[config.mk]
export PLATFORM = sky130hd
export DESIGN_NAME = rgb_hsv_color_classifier_core
export DESIGN_NICKNAME = d
export VERILOG_FILES = /design/src/design/rhcc_pkg.sv /design/src/design/rgb_hsv_color_classifier_core.sv
export SDC_FILE = /design/constraint.sdc
export NUM_CORES = 1
export LEC_CHECK = 0
export ABC_CLOCK_PERIOD_IN_PS = 20600
export BUFFER_PORTS_ARGS = -buffer_cell sky130_fd_sc_hd__clkbuf_2
export CAP_MARGIN = 0
export CORE_ASPECT_RATIO = 1.2
export CORE_MARGIN = 1.5
export CORE_UTILIZATION = 65
export CTS_CLUSTER_SIZE = 28
export DETAILED_ROUTE_END_ITERATION = 7
export PLACE_DENSITY = 0.85
export SLEW_MARGIN = 30
export SYNTH_ARGS = -nofsm -noshare
export SYNTH_HDL_FRONTEND = slang
export SYNTH_SLANG_ARGS = --single-unit
[constraint.sdc]
create_clock -name clock -period 20.6 [get_ports clock]
set_input_delay 2.06 -clock clock [delete_from_list [all_inputs] [get_ports clock]]
set_output_delay 2.06 -clock clock [all_outputs]
set_load 0.005 [all_outputs]
[src/design/rhcc_pkg.sv]
`default_nettype none

package rhcc_pkg;

   // Sample width
   localparam int CHANNEL_BITS = 10;

   // Result field widths
   localparam int HUE_BITS   = 9;
   localparam int FIELD_BITS = 10;
   localparam int CODE_BITS  = 3;

   // Comparisons run at the wider of channel and register width
   localparam int CMP_BITS = (CHANNEL_BITS > FIELD_BITS) ? CHANNEL_BITS : FIELD_BITS;

   // Divider: the quotient never exceeds 60, so six steps suffice
   localparam int QUO_BITS   = 6;
   localparam int NUM_BITS   = CHANNEL_BITS + QUO_BITS;
   localparam int CNT_BITS   = 3;
   localparam logic [CNT_BITS-1:0] DIV_LAST = CNT_BITS'(QUO_BITS - 1);

   // Hue arithmetic width and sector constants
   localparam int HUE_EXT_BITS = HUE_BITS + 1;
   localparam logic [HUE_EXT_BITS-1:0] HUE_FULL_TURN  = HUE_EXT_BITS'(360);
   localparam logic [HUE_EXT_BITS-1:0] HUE_GREEN_BASE = HUE_EXT_BITS'(120);
   localparam logic [HUE_EXT_BITS-1:0] HUE_BLUE_BASE  = HUE_EXT_BITS'(240);

   // Control register file
   localparam int CSR_INDEX_BITS = 4;
   localparam int CSR_DATA_BITS  = 10;

   localparam logic [CSR_INDEX_BITS-1:0] CSR_HUE_RED_YELLOW    = 4'd0;
   localparam logic [CSR_INDEX_BITS-1:0] CSR_HUE_YELLOW_GREEN  = 4'd1;
   localparam logic [CSR_INDEX_BITS-1:0] CSR_HUE_GREEN_BLUE    = 4'd2;
   localparam logic [CSR_INDEX_BITS-1:0] CSR_HUE_BLUE_RED      = 4'd3;
   localparam logic [CSR_INDEX_BITS-1:0] CSR_MIN_SAT_CHROMATIC = 4'd4;
   localparam logic [CSR_INDEX_BITS-1:0] CSR_MIN_SAT_YELLOW    = 4'd5;
   localparam logic [CSR_INDEX_BITS-1:0] CSR_GRAY_SAT_LIMIT    = 4'd6;
   localparam logic [CSR_INDEX_BITS-1:0] CSR_BLACK_WHITE_SPLIT = 4'd7;

   localparam logic [HUE_BITS-1:0]   RST_HUE_RED_YELLOW    = 9'd30;
   localparam logic [HUE_BITS-1:0]   RST_HUE_YELLOW_GREEN  = 9'd90;
   localparam logic [HUE_BITS-1:0]   RST_HUE_GREEN_BLUE    = 9'd150;
   localparam logic [HUE_BITS-1:0]   RST_HUE_BLUE_RED      = 9'd270;
   localparam logic [FIELD_BITS-1:0] RST_MIN_SAT_CHROMATIC = 10'd20;
   localparam logic [FIELD_BITS-1:0] RST_MIN_SAT_YELLOW    = 10'd50;
   localparam logic [FIELD_BITS-1:0] RST_GRAY_SAT_LIMIT    = 10'd50;
   localparam logic [FIELD_BITS-1:0] RST_BLACK_WHITE_SPLIT = 10'd100;

   typedef enum logic [CODE_BITS-1:0] {
      CLS_NONE   = 3'd0,
      CLS_BLACK  = 3'd1,
      CLS_WHITE  = 3'd2,
      CLS_RED    = 3'd3,
      CLS_YELLOW = 3'd4,
      CLS_GREEN  = 3'd5,
      CLS_BLUE   = 3'd6
   } color_code_type;

   typedef enum logic [1:0] {
      SEL_RED   = 2'd0,
      SEL_GREEN = 2'd1,
      SEL_BLUE  = 2'd2
   } max_sel_type;

   typedef enum logic [1:0] {
      ST_IDLE   = 2'd0,
      ST_SETUP  = 2'd1,
      ST_DIV    = 2'd2,
      ST_FINISH = 2'd3
   } state_type;

endpackage

`default_nettype wire

[src/design/rgb_hsv_color_classifier_core.sv]
`default_nettype none

// RGB to HSV color classifier. Each accepted word (red, green, blue levels) yields one result
// word carrying hue in degrees, saturation (max minus min), value (max) and a color code of
// none, black, white, red, yellow, green or blue; when no class matches, the previous color
// code is repeated, and it starts as none after reset. One item is in work at a time: a setup
// state finds max, min and the scaled hue numerator, six steps of a restoring divider produce
// one quotient bit per cycle, and a finish state forms the hue and the class and loads the
// output register. A new word is taken only in the idle state, after the last one has left
// the finish state. The result sits in an output register, so the next word is accepted while
// it waits; a result still waiting holds the following one in its finish state. Control
// registers are written through csr_we, csr_index and csr_wdata; writes to an index above 7
// are dropped, and writes are only meant while idle.
module rgb_hsv_color_classifier_core
   import rhcc_pkg::*;
(
   input  wire                         clock,
   input  wire                         reset,

   input  wire                         req_valid,
   output logic                        req_ready,
   input  wire  [CHANNEL_BITS-1:0]     req_red_level,
   input  wire  [CHANNEL_BITS-1:0]     req_green_level,
   input  wire  [CHANNEL_BITS-1:0]     req_blue_level,

   output logic                        rsp_valid,
   input  wire                         rsp_ready,
   output logic [CODE_BITS-1:0]        rsp_color_code,
   output logic [HUE_BITS-1:0]         rsp_hue_deg,
   output logic [FIELD_BITS-1:0]       rsp_saturation,
   output logic [FIELD_BITS-1:0]       rsp_brightness_value,

   input  wire                         csr_we,
   input  wire  [CSR_INDEX_BITS-1:0]   csr_index,
   input  wire  [CSR_DATA_BITS-1:0]    csr_wdata
);

   // Control registers
   logic [HUE_BITS-1:0]   hue_red_yellow_ff;
   logic [HUE_BITS-1:0]   hue_yellow_green_ff;
   logic [HUE_BITS-1:0]   hue_green_blue_ff;
   logic [HUE_BITS-1:0]   hue_blue_red_ff;
   logic [FIELD_BITS-1:0] min_sat_chromatic_ff;
   logic [FIELD_BITS-1:0] min_sat_yellow_ff;
   logic [FIELD_BITS-1:0] gray_sat_limit_ff;
   logic [FIELD_BITS-1:0] black_white_split_ff;

   // Control state
   state_type             state_ff, state_in;
   logic [CNT_BITS-1:0]   cnt_ff, cnt_in;
   logic                  rsp_valid_ff, rsp_valid_in;
   color_code_type        last_color_ff, last_color_in;

   // Datapath
   logic [CHANNEL_BITS-1:0] red_ff, red_in;
   logic [CHANNEL_BITS-1:0] green_ff, green_in;
   logic [CHANNEL_BITS-1:0] blue_ff, blue_in;
   logic [CHANNEL_BITS-1:0] max_ff, max_in;
   logic [CHANNEL_BITS-1:0] dvs_ff, dvs_in;
   max_sel_type             sel_ff, sel_in;
   logic                    neg_ff, neg_in;
   logic [CHANNEL_BITS-1:0] rem_ff, rem_in;
   logic [QUO_BITS-1:0]     num_ff, num_in;
   logic [QUO_BITS-1:0]     quo_ff, quo_in;
   logic [HUE_BITS-1:0]     rsp_hue_ff, rsp_hue_in;
   logic [FIELD_BITS-1:0]   rsp_sat_ff, rsp_sat_in;
   logic [FIELD_BITS-1:0]   rsp_val_ff, rsp_val_in;

   // Setup signals
   logic                    blue_max;
   logic                    green_max;
   logic [CHANNEL_BITS-1:0] mx;
   logic [CHANNEL_BITS-1:0] mn;
   logic [CHANNEL_BITS-1:0] op_a;
   logic [CHANNEL_BITS-1:0] op_b;
   logic [CHANNEL_BITS-1:0] mag;
   logic [NUM_BITS-1:0]     mag_ext;
   logic [NUM_BITS-1:0]     numer;

   // Divider step signals
   logic [CHANNEL_BITS:0]   shifted;
   logic [CHANNEL_BITS:0]   trial;
   logic                    fits;

   // Finish signals
   logic [HUE_EXT_BITS-1:0] quo_ext;
   logic [HUE_EXT_BITS-1:0] hue_ext;
   logic [HUE_BITS-1:0]     hue;
   logic [CMP_BITS-1:0]     sat_cmp;
   logic [CMP_BITS-1:0]     val_cmp;
   logic                    gray;
   logic                    chroma_ok;
   logic                    yellow_ok;
   color_code_type          color_new;

   logic                    accept;
   logic                    load_rsp;

   assign accept   = req_valid && req_ready;
   assign load_rsp = (state_ff == ST_FINISH) && (!rsp_valid_ff || rsp_ready);

   // Hold control registers, update on write
   always_ff @(posedge clock) begin
      if (reset) begin
         hue_red_yellow_ff    <= RST_HUE_RED_YELLOW;
         hue_yellow_green_ff  <= RST_HUE_YELLOW_GREEN;
         hue_green_blue_ff    <= RST_HUE_GREEN_BLUE;
         hue_blue_red_ff      <= RST_HUE_BLUE_RED;
         min_sat_chromatic_ff <= RST_MIN_SAT_CHROMATIC;
         min_sat_yellow_ff    <= RST_MIN_SAT_YELLOW;
         gray_sat_limit_ff    <= RST_GRAY_SAT_LIMIT;
         black_white_split_ff <= RST_BLACK_WHITE_SPLIT;
      end else if (csr_we) begin
         case (csr_index)
            CSR_HUE_RED_YELLOW:    hue_red_yellow_ff    <= csr_wdata[HUE_BITS-1:0];
            CSR_HUE_YELLOW_GREEN:  hue_yellow_green_ff  <= csr_wdata[HUE_BITS-1:0];
            CSR_HUE_GREEN_BLUE:    hue_green_blue_ff    <= csr_wdata[HUE_BITS-1:0];
            CSR_HUE_BLUE_RED:      hue_blue_red_ff      <= csr_wdata[HUE_BITS-1:0];
            CSR_MIN_SAT_CHROMATIC: min_sat_chromatic_ff <= csr_wdata[FIELD_BITS-1:0];
            CSR_MIN_SAT_YELLOW:    min_sat_yellow_ff    <= csr_wdata[FIELD_BITS-1:0];
            CSR_GRAY_SAT_LIMIT:    gray_sat_limit_ff    <= csr_wdata[FIELD_BITS-1:0];
            CSR_BLACK_WHITE_SPLIT: black_white_split_ff <= csr_wdata[FIELD_BITS-1:0];
            default: ;
         endcase
      end
   end

   // Advance control state
   always_ff @(posedge clock) begin
      if (reset) begin
         state_ff      <= ST_IDLE;
         cnt_ff        <= '0;
         rsp_valid_ff  <= 1'b0;
         last_color_ff <= CLS_NONE;
      end else begin
         state_ff      <= state_in;
         cnt_ff        <= cnt_in;
         rsp_valid_ff  <= rsp_valid_in;
         last_color_ff <= last_color_in;
      end
   end

   // Next state, handshake and step count
   always_comb begin
      state_in     = state_ff;
      cnt_in       = cnt_ff;
      rsp_valid_in = rsp_valid_ff && !rsp_ready;
      req_ready    = 1'b0;
      case (state_ff)
         ST_IDLE: begin
            req_ready = 1'b1;
            if (req_valid) begin
               state_in = ST_SETUP;
            end
         end
         ST_SETUP: begin
            cnt_in   = '0;
            state_in = ST_DIV;
         end
         ST_DIV: begin
            cnt_in = cnt_ff + 1'b1;
            if (cnt_ff == DIV_LAST) begin
               state_in = ST_FINISH;
            end
         end
         ST_FINISH: begin
            if (load_rsp) begin
               rsp_valid_in = 1'b1;
               state_in     = ST_IDLE;
            end
         end
         default: state_in = ST_IDLE;
      endcase
   end

   // Find max, min and the scaled numerator of the hue quotient
   always_comb begin
      blue_max  = (blue_ff >= red_ff) && (blue_ff >= green_ff);
      green_max = (green_ff >= red_ff) && (green_ff >= blue_ff);

      mn = red_ff;
      if (green_ff < mn) mn = green_ff;
      if (blue_ff < mn) mn = blue_ff;

      if (blue_max) begin
         sel_in = SEL_BLUE;
         mx     = blue_ff;
         op_a   = red_ff;
         op_b   = green_ff;
      end else if (green_max) begin
         sel_in = SEL_GREEN;
         mx     = green_ff;
         op_a   = blue_ff;
         op_b   = red_ff;
      end else begin
         sel_in = SEL_RED;
         mx     = red_ff;
         op_a   = green_ff;
         op_b   = blue_ff;
      end

      neg_in  = op_a < op_b;
      mag     = neg_in ? (op_b - op_a) : (op_a - op_b);
      mag_ext = NUM_BITS'(mag);
      // times 60 as times 64 minus times 4
      numer   = (mag_ext << 6) - (mag_ext << 2);
   end

   // One restoring divider step
   always_comb begin
      shifted = {rem_ff, num_ff[QUO_BITS-1]};
      trial   = shifted - {1'b0, dvs_ff};
      fits    = shifted >= {1'b0, dvs_ff};
   end

   // Form hue and classify
   always_comb begin
      quo_ext = HUE_EXT_BITS'(quo_ff);
      case (sel_ff)
         SEL_GREEN: hue_ext = neg_ff ? (HUE_GREEN_BASE - quo_ext) : (HUE_GREEN_BASE + quo_ext);
         SEL_BLUE:  hue_ext = neg_ff ? (HUE_BLUE_BASE - quo_ext) : (HUE_BLUE_BASE + quo_ext);
         default: begin
            if (neg_ff && (quo_ff != '0)) begin
               hue_ext = HUE_FULL_TURN - quo_ext;
            end else begin
               hue_ext = quo_ext;
            end
         end
      endcase
      hue = (dvs_ff == '0) ? '0 : hue_ext[HUE_BITS-1:0];

      sat_cmp   = CMP_BITS'(dvs_ff);
      val_cmp   = CMP_BITS'(max_ff);
      gray      = sat_cmp < CMP_BITS'(gray_sat_limit_ff);
      chroma_ok = sat_cmp >= CMP_BITS'(min_sat_chromatic_ff);
      yellow_ok = sat_cmp >= CMP_BITS'(min_sat_yellow_ff);

      // White, black, green, yellow, blue, red; otherwise keep the last color
      if (gray && (val_cmp > CMP_BITS'(black_white_split_ff))) begin
         color_new = CLS_WHITE;
      end else if (gray) begin
         color_new = CLS_BLACK;
      end else if ((hue >= hue_yellow_green_ff) && (hue < hue_green_blue_ff) && chroma_ok) begin
         color_new = CLS_GREEN;
      end else if ((hue >= hue_red_yellow_ff) && (hue < hue_yellow_green_ff) && yellow_ok) begin
         color_new = CLS_YELLOW;
      end else if ((hue >= hue_green_blue_ff) && (hue < hue_blue_red_ff) && chroma_ok) begin
         color_new = CLS_BLUE;
      end else if (((hue < hue_red_yellow_ff) || (hue >= hue_blue_red_ff)) && chroma_ok) begin
         color_new = CLS_RED;
      end else begin
         color_new = last_color_ff;
      end
   end

   // Datapath next values
   always_comb begin
      red_in        = red_ff;
      green_in      = green_ff;
      blue_in       = blue_ff;
      max_in        = max_ff;
      dvs_in        = dvs_ff;
      rem_in        = rem_ff;
      num_in        = num_ff;
      quo_in        = quo_ff;
      rsp_hue_in    = rsp_hue_ff;
      rsp_sat_in    = rsp_sat_ff;
      rsp_val_in    = rsp_val_ff;
      last_color_in = last_color_ff;

      // Capture the sample
      if (accept) begin
         red_in   = req_red_level;
         green_in = req_green_level;
         blue_in  = req_blue_level;
      end

      // Load the divider; the quotient is below 64, so the top bits start as remainder
      if (state_ff == ST_SETUP) begin
         max_in = mx;
         dvs_in = mx - mn;
         rem_in = numer[NUM_BITS-1:QUO_BITS];
         num_in = numer[QUO_BITS-1:0];
         quo_in = '0;
      end

      // Shift in one numerator bit, emit one quotient bit
      if (state_ff == ST_DIV) begin
         rem_in = fits ? trial[CHANNEL_BITS-1:0] : shifted[CHANNEL_BITS-1:0];
         num_in = {num_ff[QUO_BITS-2:0], 1'b0};
         quo_in = {quo_ff[QUO_BITS-2:0], fits};
      end

      // Drive the output register
      if (load_rsp) begin
         rsp_hue_in    = hue;
         rsp_sat_in    = sat_cmp[FIELD_BITS-1:0];
         rsp_val_in    = val_cmp[FIELD_BITS-1:0];
         last_color_in = color_new;
      end
   end

   // Hold datapath registers
   always_ff @(posedge clock) begin
      red_ff     <= red_in;
      green_ff   <= green_in;
      blue_ff    <= blue_in;
      max_ff     <= max_in;
      dvs_ff     <= dvs_in;
      sel_ff     <= sel_in;
      neg_ff     <= neg_in;
      rem_ff     <= rem_in;
      num_ff     <= num_in;
      quo_ff     <= quo_in;
      rsp_hue_ff <= rsp_hue_in;
      rsp_sat_ff <= rsp_sat_in;
      rsp_val_ff <= rsp_val_in;
   end

   assign rsp_valid            = rsp_valid_ff;
   assign rsp_color_code       = last_color_ff;
   assign rsp_hue_deg          = rsp_hue_ff;
   assign rsp_saturation       = rsp_sat_ff;
   assign rsp_brightness_value = rsp_val_ff;

   // An accepted word always starts the setup cycle
   a_accept_setup: assert property (@(posedge clock) disable iff (reset)
      accept |=> (state_ff == ST_SETUP))
      else $error("accepted word did not enter setup");

   // The divider moves to finish after its sixth and last step
   a_div_length: assert property (@(posedge clock) disable iff (reset)
      ((state_ff == ST_DIV) && (cnt_ff == DIV_LAST)) |=> (state_ff == ST_FINISH))
      else $error("divider did not finish after its last step");

   // A new result only appears out of the finish cycle
   a_rsp_source: assert property (@(posedge clock) disable iff (reset)
      $rose(rsp_valid_ff) |-> $past(state_ff == ST_FINISH))
      else $error("result raised outside finish");

   // Hue stays inside one turn
   a_hue_range: assert property (@(posedge clock) disable iff (reset)
      rsp_valid_ff |-> (rsp_hue_ff < HUE_FULL_TURN[HUE_BITS-1:0]))
      else $error("hue out of range");

endmodule

`default_nettype wire

### Word-level counts from Yosys, hierarchy flattened

Cells that the tools add are included.

* RAM bits: 0
* bits of input ports: 49
* memories: 0
* memory bits (read-only): 0
* latch bits: 0
* register bits: 189

* multipliers: 0
* divide/modulo/power cells: 0
* shift-type cells: 0
* bitwise logic cells: 0
* add/sub/neg operators: 11
* order comparisons: 20
* muxes and demuxes: 36
* equal/unequal tests: 16
* reductions and logical operators: 34

Operators with widths (number)
* $mux W10: 12
* $ge A10 B10 Y1: 6
* $lt A10 B10 Y1: 4
* $sub A10 B10 Y10: 4
* $ge A9 B9 Y1: 4
* $lt A9 B9 Y1: 4
* $mux W9: 4
* $mux W6: 4
* $mux W3: 6
* $pmux W9 S2: 1
* $reduce_and A2 Y1: 9
* $eq A4 B3 Y1 const B: 4
* $sub A16 B12 Y16: 1
* $logic_and A1 B1 Y1: 14
* $reduce_bool A6 Y1: 2
* $ge A11 B10 Y1: 1
* $gt A10 B10 Y1: 1
* $logic_not A10 Y1: 1
* $add A8 B6 Y9 const A: 1
* $sub A8 B6 Y9 const A: 1
* $sub A9 B6 Y9 const A: 1
* $add A7 B6 Y8 const A: 1
* $eq A4 B2 Y1 const B: 2
* $pmux W2 S4: 1
* 16 further kinds: 28

### Logic depth before layout (Yosys ltp)

* depth in word-level cells: 14
* mapped depth: 33
* gate-level depth less buffers: 31

### Worst setup path before layout

Ideal clock, no wire load.

* path type: register -> register
* start point: register blue_ff[0]
* end point: register rem_ff[5] (data pin)
* clock period less this slack: 6658 ps
* slack: 13942 ps
* setup time: 268 ps
* buffers on the path: 3
* stages on the path, launching flop included: 33
* data arrival time: 6390 ps
* data required time: 20332 ps
* cell sequence: edfxtp_1 inv_1 ha_1 nand2b_1 a21o_1 a21oi_1 nor2b_1 o21ai_0 a21oi_1 nor3_1 nor2_1 o31ai_1 clkbuf_1 clkbuf_1 a21oi_1 ha_1 fa_1 and2b_1 o21ai_2 a21oi_2 nor2_2 buf_4 a31oi_1 xnor2_1 inv_1 ha_1 maj3_1 mux2_2 a41oi_2 maj3_2 o21bai_1 a2111oi_0 nor3_1

* longest elaborated chain between the ends: 9
* elaborated cells between the ends (all ways): 16

RTL lines
* start, declared: RTL line rgb_hsv_color_classifier_core.sv:57 `logic [CHANNEL_BITS-1:0] blue_ff, blue_in;`
* start signal, assigned: RTL line rgb_hsv_color_classifier_core.sv:307 `blue_ff <= blue_in;`
* $ge A10 B10 Y1: RTL line rgb_hsv_color_classifier_core.sv:179 `green_max = (green_ff >= red_ff) && (green_ff >= blue_ff);`
* $logic_and A1 B1 Y1: RTL line rgb_hsv_color_classifier_core.sv:179
* $mux W10: RTL line rgb_hsv_color_classifier_core.sv:190 `end else if (green_max) begin`
* $mux W10: RTL line rgb_hsv_color_classifier_core.sv:185 `if (blue_max) begin`
* $lt A10 B10 Y1 *: RTL line rgb_hsv_color_classifier_core.sv:202 `neg_in = op_a < op_b;`
* via neg_in: RTL line rgb_hsv_color_classifier_core.sv:61 `logic neg_ff, neg_in;`
* $mux W10 *: RTL line rgb_hsv_color_classifier_core.sv:203 `mag = neg_in ? (op_b - op_a) : (op_a - op_b);`
* $sub A16 B12 Y16 *: RTL line rgb_hsv_color_classifier_core.sv:206 `numer = (mag_ext << 6) - (mag_ext << 2);`
* $mux W10 *: RTL line rgb_hsv_color_classifier_core.sv:279 `if (state_ff == ST_SETUP) begin`
* $mux W10 *: RTL line rgb_hsv_color_classifier_core.sv:288 `if (state_ff == ST_DIV) begin`
* via rem_in[5]: RTL line rgb_hsv_color_classifier_core.sv:62 `logic [CHANNEL_BITS-1:0] rem_ff, rem_in;`
* end signal, assigned: RTL line rgb_hsv_color_classifier_core.sv:312 `rem_ff <= rem_in;`
* end, declared: RTL line rgb_hsv_color_classifier_core.sv:62

The timed path passes the listed nets; every way through them passes the cells marked *. The select of a mux whose other input is x is not followed.
A chain may end at the register's enable or synchronous reset.

### Final worst setup path

* start point: register blue_ff[0]
* end point: register rem_ff[5] (data pin)

* longest elaborated chain between the ends: 9
* elaborated cells between the ends (all ways): 16

RTL lines (RTL line)
* $ge A10 B10 Y1: rgb_hsv_color_classifier_core.sv:179
* $logic_and A1 B1 Y1: rgb_hsv_color_classifier_core.sv:179
* $mux W10: rgb_hsv_color_classifier_core.sv:190
* $mux W10: rgb_hsv_color_classifier_core.sv:185
* $sub A10 B10 Y10 / $lt A10 B10 Y1 (equally long branches): rgb_hsv_color_classifier_core.sv:203, rgb_hsv_color_classifier_core.sv:202
* $mux W10 *: rgb_hsv_color_classifier_core.sv:203
* $sub A16 B12 Y16 *: rgb_hsv_color_classifier_core.sv:206
* $mux W10 *: rgb_hsv_color_classifier_core.sv:279
* $mux W10 *: rgb_hsv_color_classifier_core.sv:288
* via rem_in[5]: rgb_hsv_color_classifier_core.sv:62

Marks and branches as above.

==> results.yml <==
run_status:
  outcome: "completed"
floorplan:
  core-area_sq_um: 19500
  rows: 56
  dieArea_sq_um: 20800
  floorplan.initialDensity_pct: 66.3
  io_pins: 83
  chipWidth_um: 132
  die_y_um: 158
clock_network:
  clock-root-buffer: "clkbuf_16"
  hold_buffers: 0
  cts_buffers: 17
  insertion_delay_ns: 0.45
  htreeDepth: 4
  cts_tree: "yes"
  cts_resized: 0
  ctsLongestPathBuffers: 2
  cts.sinks: 187
  cts_setup_buffers: 0
  cts.clk_slew.worst_paths_ns: 0.07
detailed_routing:
  via_per_inst: 6.09
  drt-pass1-iter-count: 6
  routed_wirelength_mm: 32.3
  drt_first_iter_violations: 772
  route.detailed.drc: 0
  wl_per_cell_um: 18.3
  drtAntennaViolNets: 0
  vias: 10795
yosys:
  syn_inst: 1438
  yosys.area.top_type: "edfxtp_1"
  yosys_warnings: 0
  synthFlopType: "edfxtp_1"
  synth_area_sq_um: 13000
  synthTopCellsByCount: "177 x ha_1, 164 x nor2_1, 152 x inv_1"
  async_flop_share_pct: 0
  syn_avg_cell_area_sq_um: 9.02
  synth_edf_count: 99
  seq_area_frac_synth_pct: 36.5
  syn_nets: 1668
  synth.most_common_cell: "ha_1"
  ys_seq_elements: 187
  synthTopCellsByArea: "edfxtp_1 23%, ha_1 17%, dfxtp_1 14%"
  synth_top_area_share_pct: 22.9
  synth_cell_types: 69
sta:
  tightest_slew_ns: 0.915
  fmax_ghz: 0.136
  clock_skew_ns: 0.0116
  setup_viol: 0
  hold_violations: 0
  rsz0062_at_grt: "false"
  slew_viol_final: 0
  relSlewSlack_pct: 39.0
  fin_crit_ns: 7.38
  fin_crit_sh_pct: 35.8
  finalSetupTns_ns: 0
job:
  drv_cap: 0
grt:
  first_global_vias: 10565
  grt_usage_pct: 31.2
  antenna_found_initial: 0
  grt_first_pass_wirelength_mm: 51.2
  grt_max_degree: 86
  grt.overflow.total: 0
worst_setup_path:
  crit_type: "reg2reg"
  start_kind: "flip-flop"
  reg2regPathDepth: 30
  regToRegStartpoint: "blue_ff[0]"
  rrSetupSlack_ns: 13.22
  cp_max_fo: 79
  slowest_stage: "buf_4"
  cp.arrival_ns: 7.56
  critPathMaxStageDelay_ns: 0.59
  regToRegEndpoint: "rem_ff[5]"
  critPathCaptureType: "flip-flop"
  required_ns: 20.79
min_path:
  worstHoldStart: "min_sat_chromatic_ff[5]"
  holdPathEnd: "min_sat_chromatic_ff[5]"
  whs_path_depth: 2
  holdCritPathClass: "reg2reg"
placement:
  dp_hpwl_mm: 24.0
  finalWeightedCongestion: 0.964
  portBuffers: 82
finish:
  fill_cells: 1395
  nets: 1728
  diodes: 0
  drive_above_1_share_pct: 10.3
  area_growth_pct: 9.71
  multi_input_area_sq_um: 7500
  ff_latch_area_sq_um: 4730
-- worst max path at each step --
stage / from / endpoint / slack [ns] / depth (start not counted)
2_1_floorplan: blue_ff[0] / rem_ff[5] / 13.94 / 32
3_5_place_dp: blue_ff[0] / rem_ff[5] / 13.41 / 30
5_1_grt: blue_ff[0] / rem_ff[5] / 12.68 / 30
4_1_cts: blue_ff[0] / rem_ff[5] / 13.37 / 30
6_report: blue_ff[0] / rem_ff[5] / 13.22 / 30
3_3_place_gp: blue_ff[0] / rem_ff[5] / 13.66 / 30
-- state kept, by name (all words and copies together) (netlist names), 9 cells and up --
register and count:
gray_sat_limit_ff 10, rem_ff 10, rsp_saturation 10, min_sat_yellow_ff 10, dvs_ff 10, black_white_split_ff 10, hue_yellow_green_ff 9, hue_red_yellow_ff 9
green_ff 10, rsp_hue_deg 9, blue_ff 10, max_ff 10, hue_green_blue_ff 9, hue_blue_red_ff 9, rsp_brightness_value 10, red_ff 10
min_sat_chromatic_ff 10
-- cells by family (layout without fill, tap and decap cells) --
group                      after synthesis  after routing  synth area share (%)
AOI/OAI and AO/OA                      379            379                  18.9
xor gates and xnor gates                41             41                  2.77
adders and majority gates              184            184                  17.9
buffers and inverters                  209            282                  6.17
DFF                                    187            187                  36.5
muxes                                   58             58                  4.51
and+or+nand+nor                        380            380                  13.2
-- per-layer routing --
layer	share of wire, %	up-vias	track usage [%]
li1	-	5208	-
met4	5.3	0	17.7
met5	0	-	0
met3	5.6	128	5.32
met1	38	5017	32.8
met2	51	442	59.0
-- critical path: cells and delay by family, from the launching register on --
kind / cells / cell delay [ns]
adder cells (fa/ha/maj): 5 / 1.44
AO/OA/AOI/OAI: 13 / 2.53
multiplexers: 1 / 0.28
AND/OR/NAND/NOR: 7 / 1.19
buffers and inverters: 3 / 0.82
flip-flops: 1 / 0.48
XOR/XNOR: 1 / 0.32
-- metrics by stage --
step | setup slack (ns) | cells | cell area [sq um] | hold WS [ns] | utilization (%)
global route | 12.68 | 1772 | 14200 | 0.478 | 72.8
detailed placement | 13.41 | 1740 | 13600 | 0.449 | 69.8
global placement | 13.66 | 1740 | 13600 | 0.441 | 69.7
CTS | 13.37 | 1772 | 14200 | 0.459 | 72.7
finish | 13.22 | 1772 | 14200 | 0.459 | 72.8
floorplan | 13.94 | 1438 | 13000 | 0.426 | -
-- cell type report --
cell class                 instances  share of cell area, %
multi-input combinational       1042                   52.7
sequential                       187                   33.3
inverter                         155                   4.09
timing repair buffer              95                   3.57
clock buffer                      18                   3.17
tap                              261                   2.29
clock inverter                    14                  0.879
-- layout by cell type, fill, tap and decap left out, types with 5 or more instances in the layout --
cell	count
a2111oi_0	5
a211o_1	32
a211oi_1	12
a21boi_0	8
a21o_1	51
a21oi_1	133
a221oi_1	6
a31oi_1	8
buf_4	13
clkbuf_16	18
clkbuf_2	82
dfxtp_1	88
edfxtp_1	99
ha_1	175
inv_1	152
inv_6	5
mux2i_1	54
nand2_1	95
nand2b_1	15
nand3_1	13
nand3b_1	6
nand4_1	18
nor2_1	163
nor2b_1	22
nor3_1	19
o211ai_1	7
o21a_1	10
o21ai_0	66
xnor2_1	35
xor2_1	6
Power is not shown: default switching activity piles up to over one toggle a cycle in this logic, so the estimate is an artifact.
